### config.mk
export PLATFORM = sky130hd
export DESIGN_NAME = crcdf_crc
export DESIGN_NICKNAME = d
export VERILOG_FILES = /design/src/rtl/core/crcdf_pkg.sv /design/src/rtl/core/crcdf_crc.sv
export SDC_FILE = /design/constraint.sdc
export NUM_CORES = 1
export LEC_CHECK = 0
export BUFFER_PORTS_ARGS = -buffer_cell sky130_fd_sc_hd__buf_2
export CAP_MARGIN = 20
export CORE_MARGIN = 2
export CORE_UTILIZATION = 59
export CTS_CLUSTER_DIAMETER = 200
export CTS_CLUSTER_SIZE = 28
export DETAILED_ROUTE_END_ITERATION = 8
export PLACE_DENSITY_LB_ADDON = 0.2
export SYNTH_ARGS = -nofsm -noshare
export SYNTH_HDL_FRONTEND = slang
export SYNTH_SLANG_ARGS = --single-unit
### constraint.sdc
create_clock -name clock -period 6.1 [get_ports clock]
set_input_delay 0.305 -clock clock [delete_from_list [all_inputs] [get_ports clock]]
set_output_delay 0.305 -clock clock [all_outputs]
set_load 0.005 [all_outputs]
### src/rtl/core/crcdf_pkg.sv
// Shared types, constants and the CRC-32 byte step for the frame deframer.
// No dependencies; the CRC unit, the top level and the test import this package.
package crcdf_pkg;

   localparam logic [7:0]  MAGIC_BYTE = 8'h4D;
   localparam int unsigned HDR_LEN    = 7;
   localparam int unsigned TRL_LEN    = 4;
   localparam logic [31:0] CRC_POLY   = 32'hEDB88320;
   localparam logic [31:0] CRC_PRESET = 32'hFFFFFFFF;

   localparam logic CMD_FEED = 1'b0;
   localparam logic CMD_READ = 1'b1;

   localparam logic REG_EXPECTED_VERSION = 1'b0;

   typedef enum logic [3:0] {
      ST_IDLE,
      ST_READ,
      ST_CHECK,
      ST_CRC,
      ST_EVAL,
      ST_SCAN,
      ST_COPY,
      ST_POST,
      ST_DONE
   } state_type;

   typedef struct packed {
      logic init;
      logic step;
   } crc_ctl_type;

   // One byte through the reflected CRC-32 register.
   function automatic logic [31:0] crc_byte(input logic [31:0] c_in, input logic [7:0] d);
      logic [31:0] c;
      c = c_in ^ {24'd0, d};
      for (int k = 0; k < 8; k++) begin
         c = c[0] ? (CRC_POLY ^ (c >> 1)) : (c >> 1);
      end
      return c;
   endfunction

endpackage

### src/rtl/core/crcdf_crc.sv
// CRC-32 accumulator, one byte per step, shared by every frame check.
// Depends on crcdf_pkg.
module crcdf_crc (
   input  logic                 clock,
   input  crcdf_pkg::crc_ctl_type ctl,
   input  logic [7:0]           data,
   output logic [31:0]          crc
);
   import crcdf_pkg::*;

   logic [31:0] crc_ff;
   logic [31:0] crc_in;

   // Preset or advance by one byte
   always_comb begin
      crc_in = crc_ff;
      if (ctl.init) begin
         crc_in = CRC_PRESET;
      end else if (ctl.step) begin
         crc_in = crc_byte(crc_ff, data);
      end
   end

   always_ff @(posedge clock) begin
      crc_ff <= crc_in;
   end

   assign crc = ~crc_ff;

endmodule

* After elaboration in Yosys (flattened, before gate mapping) *
Cells that the tools add are included.

storage, ports and cells
  flip-flop bits (word level) = 32
  input port bits = 11
  output and inout bits = 32
  word-level logic and storage cells = 19

cells by class
  muxes and demuxes = 8
  bitwise logic cells = 10

operators with widths
  cell                          count
  2-to-1 mux 32 bit             8
  NOT 13 -> 14 bit              8
  NOT 32 bit                    1
  bitwise XOR 32 x 8 -> 32 bit  1

* Longest topological paths before layout *
Gate-level depths: netlist of run 1.

  word-level depth = 17
  depth in mapped cells = 5
  depth with buffers taken out = 5

* Least setup slack after synthesis of run 1 *
Ideal clock, no wire load.

  path type = reg-to-reg
  from = reg crc_ff[1]
  to = reg crc_ff[20]
  library setup time = 0.120 ns
  arrival = 1.833 ns
  data required time = 5.980 ns
  path slack = 4.147 ns
  cell stages (with the launch flop) = 6
  buffers on the path = 0
  clock period less this slack = 1.953 ns
  path through = dfxtp_1 > xnor2_2 > xnor2_4 > xor2_4 > xnor3_1 > a211o_1

between the ends
  cells in the longest elaborated chain, start to end = 13

RTL lines
  what                               RTL line         text
  start: declaration                 crcdf_crc.sv:11  logic [31:0] crc_ff;
  start signal: assignment           crcdf_crc.sv:25  crc_ff <= crc_in;
  bitwise XOR 32 x 8 -> 32 bit *     crcdf_pkg.sv:36  c = c_in ^ {24'd0, d};
  2-to-1 mux 32 bit * (3 in a row)   crcdf_pkg.sv:38  c = c[0] ? (CRC_POLY ^ (c >> 1)) : (c >> 1);
  NOT 13 -> 14 bit (no source line)  -
  2-to-1 mux 32 bit *                crcdf_pkg.sv:38
  NOT 13 -> 14 bit (no source line)  -
  2-to-1 mux 32 bit * (2 in a row)   crcdf_pkg.sv:38
  NOT 13 -> 14 bit (no source line)  -
  2-to-1 mux 32 bit *                crcdf_pkg.sv:38
  NOT 13 -> 14 bit (no source line)  -
  2-to-1 mux 32 bit *                crcdf_pkg.sv:38

Mark *: on every way between the ends. The rest lies on a longest branch, timed or not.
A chain may end at the register's enable or synchronous reset.

* Worst setup path in the final report of run 1 *
Same ends and word-level chain as after synthesis.

==> results of run 1 <==
[power groups by stage]
stage	sequential (µW)	combinational (µW)	clock [µW]
floorplan	329	827	0
global placement	336	999	0
detailed placement	338	1020	0
CTS	333	1030	130
global route	341	1120	140
finish	332	1010	126
[through the flow]
step                      area [µm²]  total power, µW  utilization [%]  hold slack, ns  std cells
after detailed placement        2248             1355            66.85          0.5021        290
after global placement          2248             1335            66.85          0.4918        290
final                           2307             1473            68.60          0.4937        298
after floorplan                 2071             1156                -          0.4616        212
after global routing            2307             1598            68.60          0.5006        298
after CTS                       2307             1489            68.60          0.4689        298
[path summary, 6_finish.rpt]
check / from / endpoint / slack [ns] / cells after the start
max reg2reg: crc_ff[1] / crc_ff[20] / 3.93 / 5
min reg2reg: crc_ff[16] / crc_ff[16] / 0.51 / 2
max: crc_ff[1] / crc_ff[20] / 3.93 / 5
min: ctl[1] / crc_ff[21] / 0.49 / 2
[Yosys cell counts, drive strengths merged, types with 3 or more instances]
cell type / count
xnor3: 3
inv: 33
dfxtp: 32
a211o: 17
xor2: 8
nor2: 19
nand2: 11
xnor2: 60
clkbuf: 7
o211ai: 13
[cell families (layout without fill, tap and decap cells)]
family / after synthesis / in the layout / synth area share (%)
DFF: 32 / 32 / 30.94
xor gates and xnor gates: 71 / 71 / 39.70
AOI/OAI and AO/OA: 32 / 32 / 12.39
buffers and inverters: 43 / 83 / 10.33
and+or+nand+nor: 34 / 34 / 6.646
[routing by layer]
layer / global-route usage (%) / vias to the layer above
met5: 0 / -
met4: 6.793 / 0
met3: 5.000 / 8
met2: 35.51 / 42
met1: 26.64 / 678
li1: - / 746
[layout make-up]
| type | count | area share [%] |
|---|---|---|
| clock buffer | 8 | 2.549 |
| multi-input combinational | 137 | 52.71 |
| inverter | 33 | 5.369 |
| sequential | 32 | 27.77 |
| tap | 46 | 2.495 |
| timing repair buffer | 42 | 9.111 |
[worst max-delay path: stages (launching register included)]
cell and delay [ns]:
sky130_fd_sc_hd__dfxtp_1 0.36, sky130_fd_sc_hd__xnor2_2 0.48, sky130_fd_sc_hd__xnor2_4 0.27, sky130_fd_sc_hd__xor2_4 0.28
sky130_fd_sc_hd__xnor3_1 0.38, sky130_fd_sc_hd__a211o_1 0.29
==> impl_metrics.py, run 1 <==
metrics = {
    "timing": {
        "setup_viol": 0,
        "timing_hold_violations_final": 0,
        "finalCritPeriodShare_pct": 35.49,
        "fin_crit_ns": 2.165,
        "timing.setup.tns_ns": 0,
        "worst_pin_slew_ns": 1.008,
        "timing.slew.headroom_pct": 32.80,
        "worst_clock_skew_ns": 0.008210,
        "grt_setup_unrepaired": "no",
        "fin_ws_ns": 3.935,
        "maxClockFrequency_ghz": 0.4619,
        "final-max-slew-violation-count": 0,
    },
    "yosys": {
        "async_flop_share_pct": 0,
        "synthesized_netlist_net_count": 223,
        "ys_top_cells_by_area": "sky130_fd_sc_hd__dfxtp_1 31%, sky130_fd_sc_hd__xnor2_1 21%, sky130_fd_sc_hd__a211o_1 7.2%",
        "synthesis.yosys.warnings": 0,
        "post_synth.cell_area_avg_um2": 9.768,
        "number_of_enable_flip_flop_cells_after_synthesis": 0,
        "netlist_area_mm2": 0.002071,
        "synth_sequential_area_ratio_pct": 30.94,
        "synthCells": 212,
        "netlist.area_leader.share_pct": 30.94,
        "synth_flop_cell": "sky130_fd_sc_hd__dfxtp_1",
        "synth_top_area_cell": "sky130_fd_sc_hd__dfxtp_1",
        "yosys.cell_types.count": 21,
        "synth_seq_cells": 32,
    },
    "layout": {
        "multiInputGateArea_mm2": 0.001216,
        "flow.area_growth_from_synthesis_pct": 11.42,
        "layout.cells.most_common": "sky130_fd_sc_hd__xnor2_1",
        "antennaDiodeCount": 0,
        "final_cell_mix": "49 x sky130_fd_sc_hd__xnor2_1, 42 x sky130_fd_sc_hd__buf_2, 33 x sky130_fd_sc_hd__inv_1",
        "largest_register_ffs": 32,
        "reg.largest.list": "crc_ff: 32 flops",
        "post_route_cells_drive_above_1_share_pct": 25.40,
        "nFillCells": 314,
        "final_nets": 262,
        "top_register": "crc_ff",
        "ff_latch_area_um2": 640.6,
    },
    "global_routing": {
        "grt_pass1_wl_um": 6465,
        "antenna_found_initial": 0,
        "grt_pass1_vias": 1381,
        "pin_count_of_the_biggest_net_entering_global_routing": 65,
        "globalRoute.totalOverflow": 0,
        "grt_use_total_pct": 21.07,
    },
    "setup_path": {
        "crit_path_end_kind": "flip-flop",
        "arrival_ns": 2.40,
        "cp-start-kind": "flip-flop",
        "setup.worst_path.class": "flip-flop to flip-flop",
        "critPathRequiredTime_ns": 6.33,
        "critical_path_peak_fanout": 6,
    },
    "floorplan": {
        "floorplan_row_count": 21,
        "io-pin-count": 43,
        "die_width_um": 63.24,
        "start_util_pct": 61.57,
        "die_height_um": 63.24,
        "die_area_mm2": 0.003999,
        "core_area_mm2": 0.003363,
    },
    "placed_design": {
        "port_buffers": 42,
        "globalplace.congestion": 0.8203,
        "place_worst_setup_slack_ns": 3.904,
        "hpwlAfterDp_um": 2882,
    },
    "detailed_routing": {
        "vias": 1474,
        "maxUsedRoutingLayer": "met4",
        "average_wire_length_per_cell_after_detail_routing_um": 13.05,
        "drt_pass1_iterations": 4,
        "first_iter_violations": 57,
        "drc_markers": 0,
        "detail-route-antenna-nets": 0,
        "wl_met3_um": 204,
        "detailroute.wirelength.met2_um": 1905,
        "m1WireLength_um": 1698,
        "drt-vias-per-instance": 4.946,
        "routed_wl_um": 3890,
    },
    "pwr": {
        "netSwitchingPower_uw": 607.0,
        "power_density_mw_per_mm2": 638.3,
        "power.static_leakage_uw": 0.001186,
        "switching_share_pct": 41.21,
        "p_clk_share_pct": 8.5,
        "seq_power_share_pct": 22.6,
        "peakVddDrop_mv": 0.3208,
        "combinational_share_of_power_pct": 68.9,
        "cell_internal_pwr_uw": 865.8,
    },
    "cts": {
        "numCtsBuffers": 5,
        "cts_setup_buffers": 0,
        "cts_tree": "done",
        "holdBufCountCts": 0,
        "total_number_of_clock_tree_sinks": 32,
        "ctsHtreeMaxLevel": 2,
        "ctsLongestPathBuffers": 2,
        "post_cts_resize_count": 0,
        "clkSlewWorstSetupHoldPaths_ns": 0.10,
        "clock_latency_ns": 0.33,
        "clk_tree_root_cell": "sky130_fd_sc_hd__clkbuf_4",
    },
    "flow_run": {
        "drv_cap": 0,
    },
    "run_status": {
        "run_status": "finished, final reports clean",
    },
    "worst_hold_path": {
        "worstHoldPathType": "primary input to flip-flop",
    },
}
Power figures use the tool's default switching activity.
==> inputs of run 2 (changes only) <==
- CORE_UTILIZATION: 59 -> 55
- clock period: 6.1 -> 2.07 ns (I/O delays scaled with it)
==> run 2 against run 1 <==
Against the previous run: critical path depth increased by 2; clock skew decreased by 0.0042 ns; highest routed layer unchanged; clock power increased to 3.9 times the previous value; utilization increased by 0.99 points.
==> impl_metrics.py, run 2 (synthesis results as in run 1) <==
metrics = {
    "detailed_routing": {
        "vias": 1520,
        "drc_markers": 0,
        "routed_wl_um": 4150,
        "average_wire_length_per_cell_after_detail_routing_um": 13.09,
        "drt_pass1_iterations": 4,
        "first_iter_violations": 54,
        "drt-vias-per-instance": 4.795,
        "detail-route-antenna-nets": 0,
    },
    "global_routing": {
        "grt_pass1_wl_um": 6893,
        "antenna_found_initial": 0,
        "globalRoute.totalOverflow": 0,
        "pin_count_of_the_biggest_net_entering_global_routing": 65,
        "grt_use_total_pct": 21.80,
        "grt_pass1_vias": 1471,
    },
    "pwr": {
        "seq_power_share_pct": 20.6,
        "combinational_share_of_power_pct": 69.1,
        "p_clk_share_pct": 10.3,
        "power_density_mw_per_mm2": 1900,
        "power.static_leakage_uw": 0.001298,
        "netSwitchingPower_uw": 1893,
        "cell_internal_pwr_uw": 2911,
        "peakVddDrop_mv": 1.023,
        "switching_share_pct": 39.41,
    },
    "cts": {
        "numCtsBuffers": 5,
        "cts_tree": "done",
        "clkSlewWorstSetupHoldPaths_ns": 0.07,
        "clock_latency_ns": 0.29,
        "total_number_of_clock_tree_sinks": 32,
        "ctsLongestPathBuffers": 2,
        "clk_tree_root_cell": "sky130_fd_sc_hd__clkbuf_8",
        "holdBufCountCts": 0,
        "ctsHtreeMaxLevel": 2,
    },
    "floorplan": {
        "die_width_um": 65.36,
        "floorplan_row_count": 22,
        "die_area_mm2": 0.004272,
        "start_util_pct": 56.99,
        "die_height_um": 65.36,
        "io-pin-count": 43,
        "core_area_mm2": 0.003633,
    },
    "layout": {
        "nFillCells": 305,
        "final_cell_mix": "49 x sky130_fd_sc_hd__xnor2_1, 42 x sky130_fd_sc_hd__buf_2, 33 x sky130_fd_sc_hd__inv_1",
        "post_route_cells_drive_above_1_share_pct": 30.11,
        "fin_area_mm2": 0.002529,
        "reg.largest.list": "crc_ff: 32 flops",
        "top_register": "crc_ff",
        "largest_register_ffs": 32,
        "layout.cells.most_common": "sky130_fd_sc_hd__xnor2_1",
        "flow.area_growth_from_synthesis_pct": 22.12,
        "final_nets": 279,
        "antennaDiodeCount": 0,
    },
    "timing": {
        "finalCritPeriodShare_pct": 94.03,
        "worst_pin_slew_ns": 0.5070,
        "maxClockFrequency_ghz": 0.5137,
        "timing.setup.tns_ns": 0,
        "fin_crit_ns": 1.947,
        "final-max-slew-violation-count": 0,
        "worst_clock_skew_ns": 0.004030,
        "timing.slew.headroom_pct": 66.17,
        "timing_hold_violations_final": 0,
        "setup_viol": 0,
        "grt_setup_unrepaired": "no",
    },
    "setup_path": {
        "cp-start-kind": "flip-flop",
        "setup.worst_path.class": "flip-flop to flip-flop",
        "critical_path_peak_fanout": 5,
        "critPathRequiredTime_ns": 2.25,
        "arrival_ns": 2.12,
        "crit_path_end_kind": "flip-flop",
    },
    "flow_run": {
        "drv_cap": 0,
    },
    "placed_design": {
        "port_buffers": 42,
        "hpwlAfterDp_um": 3010,
        "globalplace.congestion": 0.7404,
        "dpl_cell_area_mm2": 0.002354,
    },
    "run_status": {
        "run_status": "finished, final reports clean",
    },
    "worst_hold_path": {
        "worstHoldPathType": "primary input to flip-flop",
    },
}
run 2: changes by cell type in the layout (fill, tap and decap cells not counted), sizes merged:
cell,delta
buf,+17
run 2: worst paths after layout:
check                to  slack, ns  cells past startpoint        from
min           crc_ff[4]       0.32                      2      ctl[1]
min reg2reg  crc_ff[31]       0.50                      2  crc_ff[31]
max reg2reg  crc_ff[20]       0.12                      7   crc_ff[0]
max          crc_ff[20]       0.12                      7   crc_ff[0]
run 2: stage by stage:
step / cells / power [µW] / hold WS (ns) / utilization [%] / setup WS [ns]
after floorplan: 212 / 3407 / 0.2601 / - / 0.1171
after global placement: 304 / 4157 / 0.4959 / 64.77 / 0.07058
after detailed placement: 304 / 4183 / 0.4902 / 64.77 / 0.02900
after CTS: 312 / 4709 / 0.3258 / 67.25 / 0.01309
after global routing: 317 / 5195 / 0.3507 / 69.59 / 0.01793
final: 317 / 4804 / 0.3245 / 69.59 / 0.1235
run 2: what timing repair did:
item,CTS,global route
endpoints found under the setup margin,0,4
setup buffers,0,5
gates resized for setup,0,2
run 2: critical path: stages (launching register included):
cell	delay, ns
sky130_fd_sc_hd__dfxtp_1	0.42
sky130_fd_sc_hd__xor2_4	0.19
sky130_fd_sc_hd__buf_12	0.14
sky130_fd_sc_hd__xnor2_4	0.13
sky130_fd_sc_hd__buf_12	0.14
sky130_fd_sc_hd__xor2_4	0.19
sky130_fd_sc_hd__xnor3_1	0.33
sky130_fd_sc_hd__a211o_1	0.30
run 2: power groups by stage:
stage / sequential (µW) / clock [µW] / combinational (µW)
2_1_floorplan: 970 / 0 / 2440
3_3_place_gp: 988 / 0 / 3170
3_5_place_dp: 994 / 0 / 3190
4_1_cts: 983 / 497 / 3230
5_1_grt: 1010 / 529 / 3650
6_report: 988 / 496 / 3320
run 2: final cells by class:
type                       count  area, µm²  share of cell area, %
clock buffer                   8      90.09                  3.563
inverter                      33      123.9                  4.899
timing repair buffer          59      375.4                  14.84
sequential                    32      640.6                  25.33
multi-input combinational    137       1239                  48.99
tap                           48      60.06                  2.375
run 2: metal layers:
| metal | routed length (µm) | GRT usage (%) | up-vias |
|---|---|---|---|
| met5 | 0 | 0 | - |
| met4 | 83 | 9.635 | 0 |
| met3 | 169 | 5.308 | 10 |
| met2 | 2032 | 36.35 | 32 |
| met1 | 1864 | 26.62 | 700 |
| li1 | - | - | 778 |
==> inputs of run 3 (changes only) <==
- CELL_PAD_IN_SITES_DETAIL_PLACEMENT: not set -> 0
- CELL_PAD_IN_SITES_GLOBAL_PLACEMENT: not set -> 1
- CORE_UTILIZATION: 55 -> 42
==> run 3 against run 2 <==
Against the previous run: worst setup slack worse by 0.036 ns; global-route usage is 4.6 points lower; fmax shrank 1.8%; total power is 2.8% lower; critical path type unchanged.
==> impl_metrics.py, run 3 (synthesis results as in run 1) <==
metrics = {
    "run_status": {
        "run_status": "finished, final reports clean",
    },
    "floorplan": {
        "die_height_um": 74.22,
        "start_util_pct": 43.84,
        "io-pin-count": 43,
        "die_area_mm2": 0.005508,
        "die_width_um": 74.22,
        "floorplan_row_count": 25,
        "core_area_mm2": 0.004723,
    },
    "setup_path": {
        "arrival_ns": 2.16,
        "critical_path.top_delay_family": "XOR/XNOR gates",
        "crit_path_end_kind": "flip-flop",
        "buffers_inverters_on_critical_path": 0,
        "cp_slowest_cell": "sky130_fd_sc_hd__xnor3_2",
        "setup.worst_path.class": "flip-flop to flip-flop",
        "stage_delay_of_the_slowest_cell_on_the_critical_path_ns": 0.56,
        "cp-start-kind": "flip-flop",
        "crit_start": "crc_ff[0]",
        "critical_path_peak_fanout": 4,
        "critPathRequiredTime_ns": 2.25,
        "cp_cell_sequence": "xor2_4 > xnor3_2 > xnor2_2 > xnor2_1 > a211o_1",
        "worst_r2r_startpoint": "crc_ff[0]",
    },
    "detailed_routing": {
        "average_wire_length_per_cell_after_detail_routing_um": 13.00,
        "routed_wl_um": 4303,
        "vias": 1465,
        "drt_pass1_iterations": 4,
        "detail-route-antenna-nets": 0,
        "first_iter_violations": 84,
        "drc_markers": 0,
        "drt-vias-per-instance": 4.426,
    },
    "cts": {
        "clk_tree_root_cell": "sky130_fd_sc_hd__clkbuf_8",
        "cts_tree": "done",
        "holdBufCountCts": 0,
        "cts_setup_buffers": 0,
        "numCtsBuffers": 5,
        "clkSlewWorstSetupHoldPaths_ns": 0.07,
        "clock_latency_ns": 0.29,
        "ctsLongestPathBuffers": 2,
        "ctsHtreeMaxLevel": 2,
        "total_number_of_clock_tree_sinks": 32,
    },
    "layout": {
        "post_route_cells_drive_above_1_share_pct": 29.55,
        "final_cell_mix": "47 x sky130_fd_sc_hd__xnor2_1, 42 x sky130_fd_sc_hd__buf_2, 33 x sky130_fd_sc_hd__inv_1",
        "fin_area_mm2": 0.002482,
        "reg.largest.list": "crc_ff: 32 flops",
        "largest_register_ffs": 32,
        "top_register": "crc_ff",
        "antennaDiodeCount": 0,
        "layout.cells.most_common": "sky130_fd_sc_hd__xnor2_1",
        "flow.area_growth_from_synthesis_pct": 19.88,
        "nFillCells": 464,
        "final_nets": 274,
    },
    "placed_design": {
        "hpwlAfterDp_um": 3204,
        "dpl_cell_area_mm2": 0.002377,
        "globalplace.congestion": 0.7549,
        "port_buffers": 42,
    },
    "worst_hold_path": {
        "hold_start": "ctl[0]",
        "worstHoldPathType": "primary input to flip-flop",
    },
    "pwr": {
        "seq_power_share_pct": 21.0,
        "switching_share_pct": 39.72,
        "peakVddDrop_mv": 0.9497,
        "netSwitchingPower_uw": 1854,
        "combinational_share_of_power_pct": 68.1,
        "power_density_mw_per_mm2": 1880,
        "power.static_leakage_uw": 0.001273,
        "p_clk_share_pct": 10.9,
        "cell_internal_pwr_uw": 2813,
    },
    "timing": {
        "worst_pin_slew_ns": 0.4880,
        "final-max-slew-violation-count": 0,
        "hold_ws_ns": 0.3027,
        "timing.setup.tns_ns": 0,
        "finalCritPeriodShare_pct": 95.79,
        "worst_clock_skew_ns": 0.003118,
        "fin_crit_ns": 1.983,
        "timing.slew.headroom_pct": 67.23,
        "setup_viol": 0,
        "maxClockFrequency_ghz": 0.5043,
        "grt_setup_unrepaired": "no",
        "timing_hold_violations_final": 0,
    },
    "global_routing": {
        "pin_count_of_the_biggest_net_entering_global_routing": 41,
        "grt_pass1_vias": 1348,
        "antenna_found_initial": 0,
        "grt_pass1_wl_um": 6810,
        "grt_use_total_pct": 17.15,
        "globalRoute.totalOverflow": 0,
    },
    "flow_run": {
        "drv_cap": 0,
    },
}
==> run 3: cell types whose count changed in the layout (fill, tap and decap cells not counted) <==
cell                      delta
sky130_fd_sc_hd__xnor2_4     -2
sky130_fd_sc_hd__xnor2_1     -2
sky130_fd_sc_hd__buf_12      -2
sky130_fd_sc_hd__buf_4       -3
sky130_fd_sc_hd__xnor2_2     +4
==> run 3: layout make-up <==
cell class | instances | area (µm²) | share of cell area (%)
Sequential cell | 32 | 640.6 | 25.81
Tap cell | 67 | 83.83 | 3.377
Timing Repair Buffer | 54 | 312.8 | 12.60
Inverter | 33 | 123.9 | 4.990
Clock buffer | 8 | 90.09 | 3.629
Multi-Input combinational cell | 137 | 1231 | 49.60
==> run 3: worst paths after layout <==
| kind | endpoint | slack [ns] | cells past startpoint |
|---|---|---|---|
| setup / recovery | crc_ff[22] | 0.09 | 5 |
| hold / removal | crc_ff[9] | 0.30 | 3 |
| setup reg to reg | crc_ff[22] | 0.09 | 5 |
| hold reg to reg | crc_ff[8] | 0.50 | 2 |
==> run 3: power by group through the flow <==
| stage | Sequential (µW) | Clock, µW | Combinational [µW] |
|---|---|---|---|
| 5_1_grt | 1010 | 549 | 3490 |
| 4_1_cts | 981 | 520 | 3210 |
| 6_report | 980 | 507 | 3180 |
| 3_3_place_gp | 992 | 0 | 3170 |
| 3_5_place_dp | 995 | 0 | 3180 |
| 2_1_floorplan | 970 | 0 | 2440 |
==> run 3: worst register-to-register path, stage by stage, from the launching register on <==
cell and delay (ns):
sky130_fd_sc_hd__dfxtp_1 0.43, sky130_fd_sc_hd__xor2_4 0.29, sky130_fd_sc_hd__xnor3_2 0.56, sky130_fd_sc_hd__xnor2_2 0.17, sky130_fd_sc_hd__xnor2_1 0.13, sky130_fd_sc_hd__a211o_1 0.29
==> run 3: metrics by stage <==
step                utilization, %  instances  total power (µW)  setup slack [ns]
floorplan                        -        212              3407            0.1171
global placement             50.33        323              4159           0.08528
detailed placement           50.33        323              4174           0.07188
CTS                          52.24        331              4709           0.05808
global route                 52.56        331              5043           0.02191
finish                       52.56        331              4667           0.08710
==> run 3: metal layers <==
metal / GRT usage (%) / part of all wire, %
met1: 23.39 / 49
met2: 26.29 / 45
met5: 0 / 0
met4: 5.952 / 1.4
met3: 4.743 / 4.7
==> run 3: what timing repair did <==
item,4_1_cts,5_1_grt
resized for setup,0,2
endpoints found under the setup margin,0,2
hold endpoints to repair,0,0
